$ cat src/design/tss_pkg.sv
// Shared codes, defaults and types for the task scheduler with semaphores.
package tss_pkg;

  // Default sizes
  localparam int MAX_TASKS_DEF = 16;
  localparam int NUM_SEMS_DEF  = 8;
  localparam int ID_BITS_DEF   = 8;

  // Fixed field widths
  localparam int FUNC_W   = 3;
  localparam int TID_W    = 8;
  localparam int SIDX_W   = 3;
  localparam int STATUS_W = 3;
  localparam int RID_W    = 8;
  localparam int COUNT_W  = 16;

  localparam logic [COUNT_W-1:0] COUNT_MAX = '1;

  // Event codes
  localparam logic [FUNC_W-1:0] FN_CREATE   = 3'd0;
  localparam logic [FUNC_W-1:0] FN_DISPATCH = 3'd1;
  localparam logic [FUNC_W-1:0] FN_WAIT     = 3'd2;
  localparam logic [FUNC_W-1:0] FN_FINISH   = 3'd3;
  localparam logic [FUNC_W-1:0] FN_POST     = 3'd4;

  // Status codes
  localparam logic [STATUS_W-1:0] ST_OK      = 3'd0;
  localparam logic [STATUS_W-1:0] ST_EMPTY   = 3'd1;
  localparam logic [STATUS_W-1:0] ST_BLOCKED = 3'd2;
  localparam logic [STATUS_W-1:0] ST_FULL    = 3'd3;
  localparam logic [STATUS_W-1:0] ST_NOCUR   = 3'd4;
  localparam logic [STATUS_W-1:0] ST_BUSY    = 3'd5;

  // Per-cell control of a queue chain
  typedef struct packed {
    logic load;   // take the pushed id
    logic shift;  // take the right neighbor's id
  } tss_cell_ctl_t;

endpackage

$ cat src/design/tss_qcell.sv
// One storage cell of a shifting queue chain.
module tss_qcell
  import tss_pkg::*;
#(
  parameter int W = ID_BITS_DEF
) (
  input  logic          clk,
  input  tss_cell_ctl_t ctl,
  input  logic [W-1:0]  din,
  input  logic [W-1:0]  right_in,
  output logic [W-1:0]  q
);

  logic [W-1:0] data_r;
  logic [W-1:0] data_nxt;

  // load wins over shift when a push lands on the slot freed by a pop
  always_comb begin
    data_nxt = data_r;
    if (ctl.load) begin
      data_nxt = din;
    end else if (ctl.shift) begin
      data_nxt = right_in;
    end
  end

  always_ff @(posedge clk) begin
    data_r <= data_nxt;
  end

  assign q = data_r;

endmodule

$ cat src/design/tss_queue.sv
// FIFO built as a row of cells; the head always sits in cell 0 and a pop shifts the row.
module tss_queue
  import tss_pkg::*;
#(
  parameter int DEPTH = MAX_TASKS_DEF,
  parameter int W     = ID_BITS_DEF
) (
  input  logic         clk,
  input  logic         rst_n,
  input  logic         push,
  input  logic         pop,
  input  logic [W-1:0] din,
  output logic [W-1:0] head,
  output logic         empty,
  output logic         full
);

  localparam int FILL_W = $clog2(DEPTH + 1);

  logic [FILL_W-1:0] fill_r;
  logic [FILL_W-1:0] fill_nxt;
  logic [W-1:0]      cell_q [DEPTH];

  // occupancy count
  always_comb begin
    fill_nxt = fill_r;
    if (push && !pop) begin
      fill_nxt = fill_r + FILL_W'(1);
    end else if (pop && !push) begin
      fill_nxt = fill_r - FILL_W'(1);
    end
  end

  always_ff @(posedge clk) begin
    if (!rst_n) begin
      fill_r <= '0;
    end else begin
      fill_r <= fill_nxt;
    end
  end

  // cell row
  for (genvar i = 0; i < DEPTH; i++) begin : g_cell
    tss_cell_ctl_t ctl;
    logic [W-1:0]  right_in;

    always_comb begin
      ctl.shift = pop;
      if (pop) begin
        ctl.load = push && (fill_r == FILL_W'(i + 1));
      end else begin
        ctl.load = push && (fill_r == FILL_W'(i));
      end
    end

    if (i == DEPTH - 1) begin : g_last
      assign right_in = cell_q[i];
    end else begin : g_mid
      assign right_in = cell_q[i+1];
    end

    tss_qcell #(.W(W)) u_cell (
      .clk      (clk),
      .ctl      (ctl),
      .din      (din),
      .right_in (right_in),
      .q        (cell_q[i])
    );
  end

  assign head  = cell_q[0];
  assign empty = (fill_r == '0);
  assign full  = (fill_r == FILL_W'(DEPTH));

endmodule

$ cat src/design/task_scheduler_semaphore_top.sv
// Top level: round-robin task scheduler with ready/wait queues and counting semaphores.
//
//   channel  dir  tdata (low bit up)                         tuser
//   in_      in   task_id[7:0], sem_index[10:8], pad[15:11]  func[2:0]
//   out_     out  result_id[7:0], woke[8], count_after[24:9] status[2:0]
//
// One event per cycle: an accepted beat is resolved in the cycle it arrives and its
// result beat shows in the output register on the next cycle. The queues are cell
// rows whose head is cell 0, so a pop or push is one shift or load of the row.
// in_tready is high whenever the output register is empty or being drained.
// rst_n (synchronous) empties both queues, clears all semaphore counts and the
// current task; queue cells hold no reset value.
module task_scheduler_semaphore_top
  import tss_pkg::*;
#(
  parameter int MAX_TASKS = MAX_TASKS_DEF,
  parameter int NUM_SEMS  = NUM_SEMS_DEF,
  parameter int ID_BITS   = ID_BITS_DEF
) (
  input  logic        clk,
  input  logic        rst_n,
  input  logic        in_tvalid,
  output logic        in_tready,
  input  logic [15:0] in_tdata,   // task_id[7:0], sem_index[10:8], zero pad
  input  logic [2:0]  in_tuser,   // func[2:0]
  output logic        out_tvalid,
  input  logic        out_tready,
  output logic [31:0] out_tdata,  // result_id[7:0], woke[8], count_after[24:9], zero pad
  output logic [2:0]  out_tuser   // status[2:0]
);

  localparam int SEM_IW = (NUM_SEMS > 1) ? $clog2(NUM_SEMS) : 1;

  logic                in_fire;
  logic [FUNC_W-1:0]   func;
  logic [ID_BITS-1:0]  tid;
  logic [SIDX_W-1:0]   sidx_raw;
  logic [SIDX_W-1:0]   sidx_mod;
  logic [SEM_IW-1:0]   sidx;

  // current task
  logic [ID_BITS-1:0]  run_id_r, run_id_nxt;
  logic                run_v_r, run_v_nxt;
  logic                blk_r, blk_nxt;

  // semaphores
  logic [COUNT_W-1:0]  sem_r [NUM_SEMS];
  logic [COUNT_W-1:0]  sem_cur;
  logic [COUNT_W-1:0]  sem_new;
  logic                sem_we;

  // queues
  logic                rq_push, rq_pop, rq_empty, rq_full;
  logic [ID_BITS-1:0]  rq_din, rq_head;
  logic                wq_push, wq_pop, wq_empty, wq_full;
  logic [ID_BITS-1:0]  wq_head;

  // result
  logic [STATUS_W-1:0] st;
  logic [ID_BITS-1:0]  rid;
  logic                woke;
  logic [COUNT_W-1:0]  cnt;

  logic                out_valid_r;
  logic [STATUS_W-1:0] out_status_r;
  logic [RID_W-1:0]    out_rid_r;
  logic                out_woke_r;
  logic [COUNT_W-1:0]  out_cnt_r;

  assign in_tready = !out_valid_r || out_tready;
  assign in_fire   = in_tvalid && in_tready;

  assign func     = in_tuser;
  assign tid      = ID_BITS'(in_tdata[7:0]);
  assign sidx_raw = in_tdata[10:8];

  // semaphore index modulo NUM_SEMS (a few narrow subtract steps)
  always_comb begin
    sidx_mod = sidx_raw;
    for (int k = 0; k < 8; k++) begin
      if (32'(sidx_mod) >= NUM_SEMS) begin
        sidx_mod = sidx_mod - SIDX_W'(NUM_SEMS);
      end
    end
  end
  assign sidx    = SEM_IW'(sidx_mod);
  assign sem_cur = sem_r[sidx];

  // event decode
  always_comb begin
    st         = ST_OK;
    rid        = '0;
    woke       = 1'b0;
    cnt        = '0;
    sem_new    = sem_cur;
    sem_we     = 1'b0;
    rq_push    = 1'b0;
    rq_pop     = 1'b0;
    rq_din     = tid;
    wq_push    = 1'b0;
    wq_pop     = 1'b0;
    run_id_nxt = run_id_r;
    run_v_nxt  = run_v_r;
    blk_nxt    = blk_r;
    case (func)
      FN_CREATE: begin
        if (rq_full) begin
          st = ST_FULL;
        end else begin
          rq_push = 1'b1;
        end
      end
      FN_DISPATCH: begin
        if (run_v_r) begin
          st = ST_BUSY;
        end else if (rq_empty) begin
          st = ST_EMPTY;
        end else begin
          rq_pop     = 1'b1;
          run_id_nxt = rq_head;
          run_v_nxt  = 1'b1;
          blk_nxt    = 1'b0;
          rid        = rq_head;
        end
      end
      FN_WAIT: begin
        if (!run_v_r) begin
          st = ST_NOCUR;
        end else if (blk_r) begin
          st = ST_BLOCKED;
        end else if (sem_cur == '0) begin
          blk_nxt = 1'b1;
          st      = ST_BLOCKED;
        end else begin
          sem_new = sem_cur - COUNT_W'(1);
          sem_we  = 1'b1;
        end
        cnt = sem_new;
      end
      FN_FINISH: begin
        if (!run_v_r) begin
          st = ST_NOCUR;
        end else if (blk_r ? wq_full : rq_full) begin
          st = ST_FULL;
        end else begin
          wq_push   = blk_r;
          rq_push   = !blk_r;
          rq_din    = run_id_r;
          rid       = run_id_r;
          run_v_nxt = 1'b0;
          blk_nxt   = 1'b0;
        end
      end
      FN_POST: begin
        if (sem_cur != COUNT_MAX) begin
          sem_new = sem_cur + COUNT_W'(1);
          sem_we  = 1'b1;
        end
        if (!wq_empty) begin
          if (rq_full) begin
            st = ST_FULL;
          end else begin
            wq_pop  = 1'b1;
            rq_push = 1'b1;
            rq_din  = wq_head;
            rid     = wq_head;
            woke    = 1'b1;
          end
        end
        cnt = sem_new;
      end
      default: begin
      end
    endcase
  end

  // current task and semaphore registers
  always_ff @(posedge clk) begin
    if (!rst_n) begin
      run_id_r <= '0;
      run_v_r  <= 1'b0;
      blk_r    <= 1'b0;
      for (int k = 0; k < NUM_SEMS; k++) begin
        sem_r[k] <= '0;
      end
    end else if (in_fire) begin
      run_id_r <= run_id_nxt;
      run_v_r  <= run_v_nxt;
      blk_r    <= blk_nxt;
      if (sem_we) begin
        sem_r[sidx] <= sem_new;
      end
    end
  end

  // ready and wait queues
  tss_queue #(.DEPTH(MAX_TASKS), .W(ID_BITS)) u_ready_q (
    .clk   (clk),
    .rst_n (rst_n),
    .push  (in_fire && rq_push),
    .pop   (in_fire && rq_pop),
    .din   (rq_din),
    .head  (rq_head),
    .empty (rq_empty),
    .full  (rq_full)
  );

  tss_queue #(.DEPTH(MAX_TASKS), .W(ID_BITS)) u_wait_q (
    .clk   (clk),
    .rst_n (rst_n),
    .push  (in_fire && wq_push),
    .pop   (in_fire && wq_pop),
    .din   (run_id_r),
    .head  (wq_head),
    .empty (wq_empty),
    .full  (wq_full)
  );

  // output register
  always_ff @(posedge clk) begin
    if (!rst_n) begin
      out_valid_r <= 1'b0;
    end else if (in_fire) begin
      out_valid_r <= 1'b1;
    end else if (out_tready) begin
      out_valid_r <= 1'b0;
    end
  end

  always_ff @(posedge clk) begin
    if (in_fire) begin
      out_status_r <= st;
      out_rid_r    <= RID_W'(rid);
      out_woke_r   <= woke;
      out_cnt_r    <= cnt;
    end
  end

  assign out_tvalid = out_valid_r;
  assign out_tuser  = out_status_r;
  assign out_tdata  = {7'd0, out_cnt_r, out_woke_r, out_rid_r};

endmodule

$ cat config.mk
export PLATFORM = sky130hd
export DESIGN_NAME = task_scheduler_semaphore_top
export DESIGN_NICKNAME = d
export VERILOG_FILES = /design/src/design/tss_pkg.sv /design/src/design/tss_qcell.sv /design/src/design/tss_queue.sv /design/src/design/task_scheduler_semaphore_top.sv
export SDC_FILE = /design/constraint.sdc
export NUM_CORES = 1
export LEC_CHECK = 0
export ABC_AREA = 0
export BUFFER_PORTS_ARGS = -buffer_cell sky130_fd_sc_hd__buf_4
export CAP_MARGIN = 20
export CELL_PAD_IN_SITES_DETAIL_PLACEMENT = 0
export CELL_PAD_IN_SITES_GLOBAL_PLACEMENT = 1
export CORE_MARGIN = 10
export CORE_UTILIZATION = 35
export CTS_CLUSTER_DIAMETER = 60
export DETAILED_ROUTE_END_ITERATION = 10
export HOLD_SLACK_MARGIN = 0.03
export PLACE_DENSITY = 0.59
export SLEW_MARGIN = 30
export SYNTH_ARGS = -nofsm -noshare
export SYNTH_HDL_FRONTEND = slang
export SYNTH_SLANG_ARGS = --single-unit
$ cat constraint.sdc
create_clock -name clk -period 3.9 [get_ports clk]
set_input_delay 0.78 -clock clk [delete_from_list [all_inputs] [get_ports clk]]
set_output_delay 0.78 -clock clk [all_outputs]
set_load 0.01 [all_outputs]
==> flow_summary.toml <==
[status]
status = "finished, final reports clean"

[drt]
postRouteAntennaNets = 0
wl_per_cell_um = 21.14
num_vias = 11970
drt_pre_antenna_iters = 5
viasPerCell = 5.096
wl_um = 49650
drc = 0
drt_iter0_drc = 729

[logic_synthesis]
synth-main-ff-cell = "edfxtp_1"
yosysWarnings = 0
ys_types = 92
async_reset_ff_frac = 0
synthCells = 1434
ys_seq_area_frac = 0.6153
syn_area_per_cell_sq_um = 14.50
ys_seq_elements = 433
syn_area_sq_um = 20790
synth_edf_count = 412

[cts]
cts_buffers = 51
cts_sinks = 433
post_cts_buffers = 0
cts_buffer_depth = 3
cts_root_buf = "clkbuf_16"
clkTransAtPathRegs_ps = 60
cts_tree = "done"
postCtsResizedCells = 0
holdBufCountCts = 0
clk_latency_ps = 600
htreeDepth = 2

[worst_setup_path]
r2r_cells = 8
cp-end-kind = "flip-flop"
crit_type = "reg2reg"
slowest_delay_ps = 780
timing.critical_path.slowest_stage_cell = "a21o_1"
r2r_start = "u_ready_q.fill_r[2]$_SDFFE_PN0P_"
critical_path.top_delay_family = "compound AO/OA/AOI/OAI gates"
cp.depth = 8
cp_num_buf_inv = 1
cp-start-kind = "flip-flop"
crit_top_cell = "nor2_1"
startpoint = "u_ready_q.fill_r[2]$_SDFFE_PN0P_"
cp.arrival_ps = 3860
crit_path_max_fanout = 17
cp.required_ps = 4340
crit_chain = "nor2_1 -> nand3_1 -> o21ai_0 -> nor2_1 -> buf_4 -> nor2_1 -> a21o_1 -> mux2_2"

[timing]
worst_slew_pin_slew_ps = 904.7
fin_crit_ps = 3417
grt_setup_unrepaired = "no"
slew_viol_final = 0
fin_tns_setup_ps = 0
final-hold-violation-count = 0
max_freq_ghz = 0.2926
hold_ws_ps = 465.6
fin_skew_ps = 29.05
min_period_over_period = 0.8762
setup_viol = 0
slew_headroom = 0.3903

[min_path]
min_path_type = "in2reg"
min_from = "in_tvalid"
hold_depth = 3

[floorplanning]
rows = 89
die_area_sq_um = 69550
ios = 60
die_w_um = 263.7
initial_core_util = 0.3529
die_y_um = 263.7
coreArea_sq_um = 58910

[global_route]
grt_start_max_net_pins = 32
gr-total-overflow = 0
grt_use_total = 0.1404
grt_pass1_vias = 12320
grt_pass1_wl_um = 76380
antenna_found_initial = 0

[pwr]
p_int_mw = 7.952
p_total_mw = 10.33
combPwrFrac = 0.072
clockPowerShare = 0.428
seq_power_share = 0.499
switchingPower_mw = 2.374
vdd_drop_max_mv = 0.3447
leakage_nw = 8.423
power_density_nw_per_um2 = 429.3
switching_share = 0.2299

[finish]
fillCellCount = 5408
instances_no_fill = 2349
post-route-util = 0.4083
layout_common_cells = "edfxtp_1 (412), mux2_2 (246), nor2_1 (168), buf_4 (128), nand2_1 (72)"
final_common_cell = "edfxtp_1"
drive_gt1_frac = 0.3454
area_growth_pct = 15.70
finalNetCount = 1578

[placed_design]
port_buffers = 47
dp.cells = 2258
gp_congestion = 0.8475
hpwl_um = 33010

[flow_run]
maxCapViolations = 0
## kinds of logic after synthesis
kind of cell | synth area share
other | 0.0001804
flip-flops | 0.6153
multiplexers | 0.1789
AND/OR/NAND/NOR | 0.09942
AO/OA/AOI/OAI | 0.05344
adder cells (fa/ha/maj) | 0.01023
buffers and inverters | 0.02901
XOR/XNOR | 0.01354
## layout make-up
class	count	area, sq um	share of cell area
antenna	1	2.502	0.0001040
clock buffer	63	1321	0.05493
clock inverter	27	207.7	0.008635
inverter	33	123.9	0.005150
multi-input combinational	882	7498	0.3117
sequential	433	12790	0.5318
tap	773	967.2	0.04021
timing repair buffer	137	1141	0.04744
## registers in the layout, summed over array words and instances (netlist names)
register and count:
blk_r 1, out_cnt_r 16, out_rid_r 8, out_tuser 3, out_tvalid 1, out_woke_r 1, run_id_r 8, run_v_r 1
sem_r 128, u_ready_q.fill_r 5, u_ready_q.g_cell.u_cell.q 128, u_wait_q.fill_r 5, u_wait_q.g_cell.u_cell.q 128
## routing by layer
| metal | GRT usage | up-vias | part of all wire |
|---|---|---|---|
| li1 | - | 5625 | - |
| met5 | 0 | - | 0 |
| met4 | 0.04287 | 0 | 0.024 |
| met3 | 0.02862 | 71 | 0.048 |
| met1 | 0.1936 | 6028 | 0.48 |
| met2 | 0.2186 | 246 | 0.45 |
## Yosys cell counts, types with 3 or more instances
master    instances  area (sq um)
xnor2_1          22         192.7
nand4b_1          9         78.83
o21a_1            3         22.52
and2_1           19         118.9
buf_4            19         142.6
edfxtp_1        412         12370
nand2_1          80         300.3
nand4_4           9         191.4
o22ai_1           7         43.79
a21o_1           18         135.1
nor2b_1          14         87.58
a21boi_0         12         90.09
a22o_1            8         70.07
dfxtp_1          21         420.4
and3_1           15         93.84
mux2i_2           3         41.29
mux2i_1          13         130.1
nor3b_1           3         22.52
nor3_4            3         48.80
a31oi_1           5         31.28
a32oi_1           6         52.55
nor2_1          168         630.6
clkbuf_1         57         214.0
a211oi_2          4         50.05
mux2i_4           6         135.1
nand3_1          12         60.06
nand4_1           9         56.30
or3_1             4         25.02
ha_1             17         212.7
buf_1             3         11.26
o221a_2           3         33.78
buf_2             7         35.03
mux2_2          246          2770
inv_1            31         116.4
o21ai_0          18         90.09
a21oi_1          18         90.09
and4_1            3         26.28
nor3_1           13         65.06
mux4_2           28         630.6
nand2b_1          6         37.54
xor2_1            7         61.31
buf_6             5         56.30
## worst paths after layout
path         slack (ps)                                          to
max                 480  u_ready_q.g_cell[12].u_cell.q[7]$_DFFE_PP_
min                 470                     out_tvalid$_SDFFE_PN0P_
max reg2reg         480  u_ready_q.g_cell[12].u_cell.q[7]$_DFFE_PP_
min reg2reg         530  u_ready_q.g_cell[11].u_cell.q[4]$_DFFE_PP_
## tightest hold or removal path, delay by kind of cell
family / cells / cell delay [ps]
buf+inv: 2 / 150
compound gates: 1 / 60
## metrics by stage
| stage | setup slack [ps] | instance area [sq um] |
|---|---|---|
| after floorplan | -10.47 | 20920 |
| after global placement | 2.480 | 22520 |
| after detailed placement | -25.84 | 22520 |
| after CTS | 445.3 | 24050 |
| after global routing | 203.5 | 24050 |
| final | 482.9 | 24050 |
## power groups by stage
stage	clock [mW]	sequential [mW]	combinational, mW
finish	4.42	5.15	0.749
global route	4.74	5.16	0.810
CTS	4.55	5.16	0.761
detailed placement	0	5.25	0.757
global placement	0	5.25	0.751
floorplan	0	5.25	0.451
(Power assumes the default switching activity.)
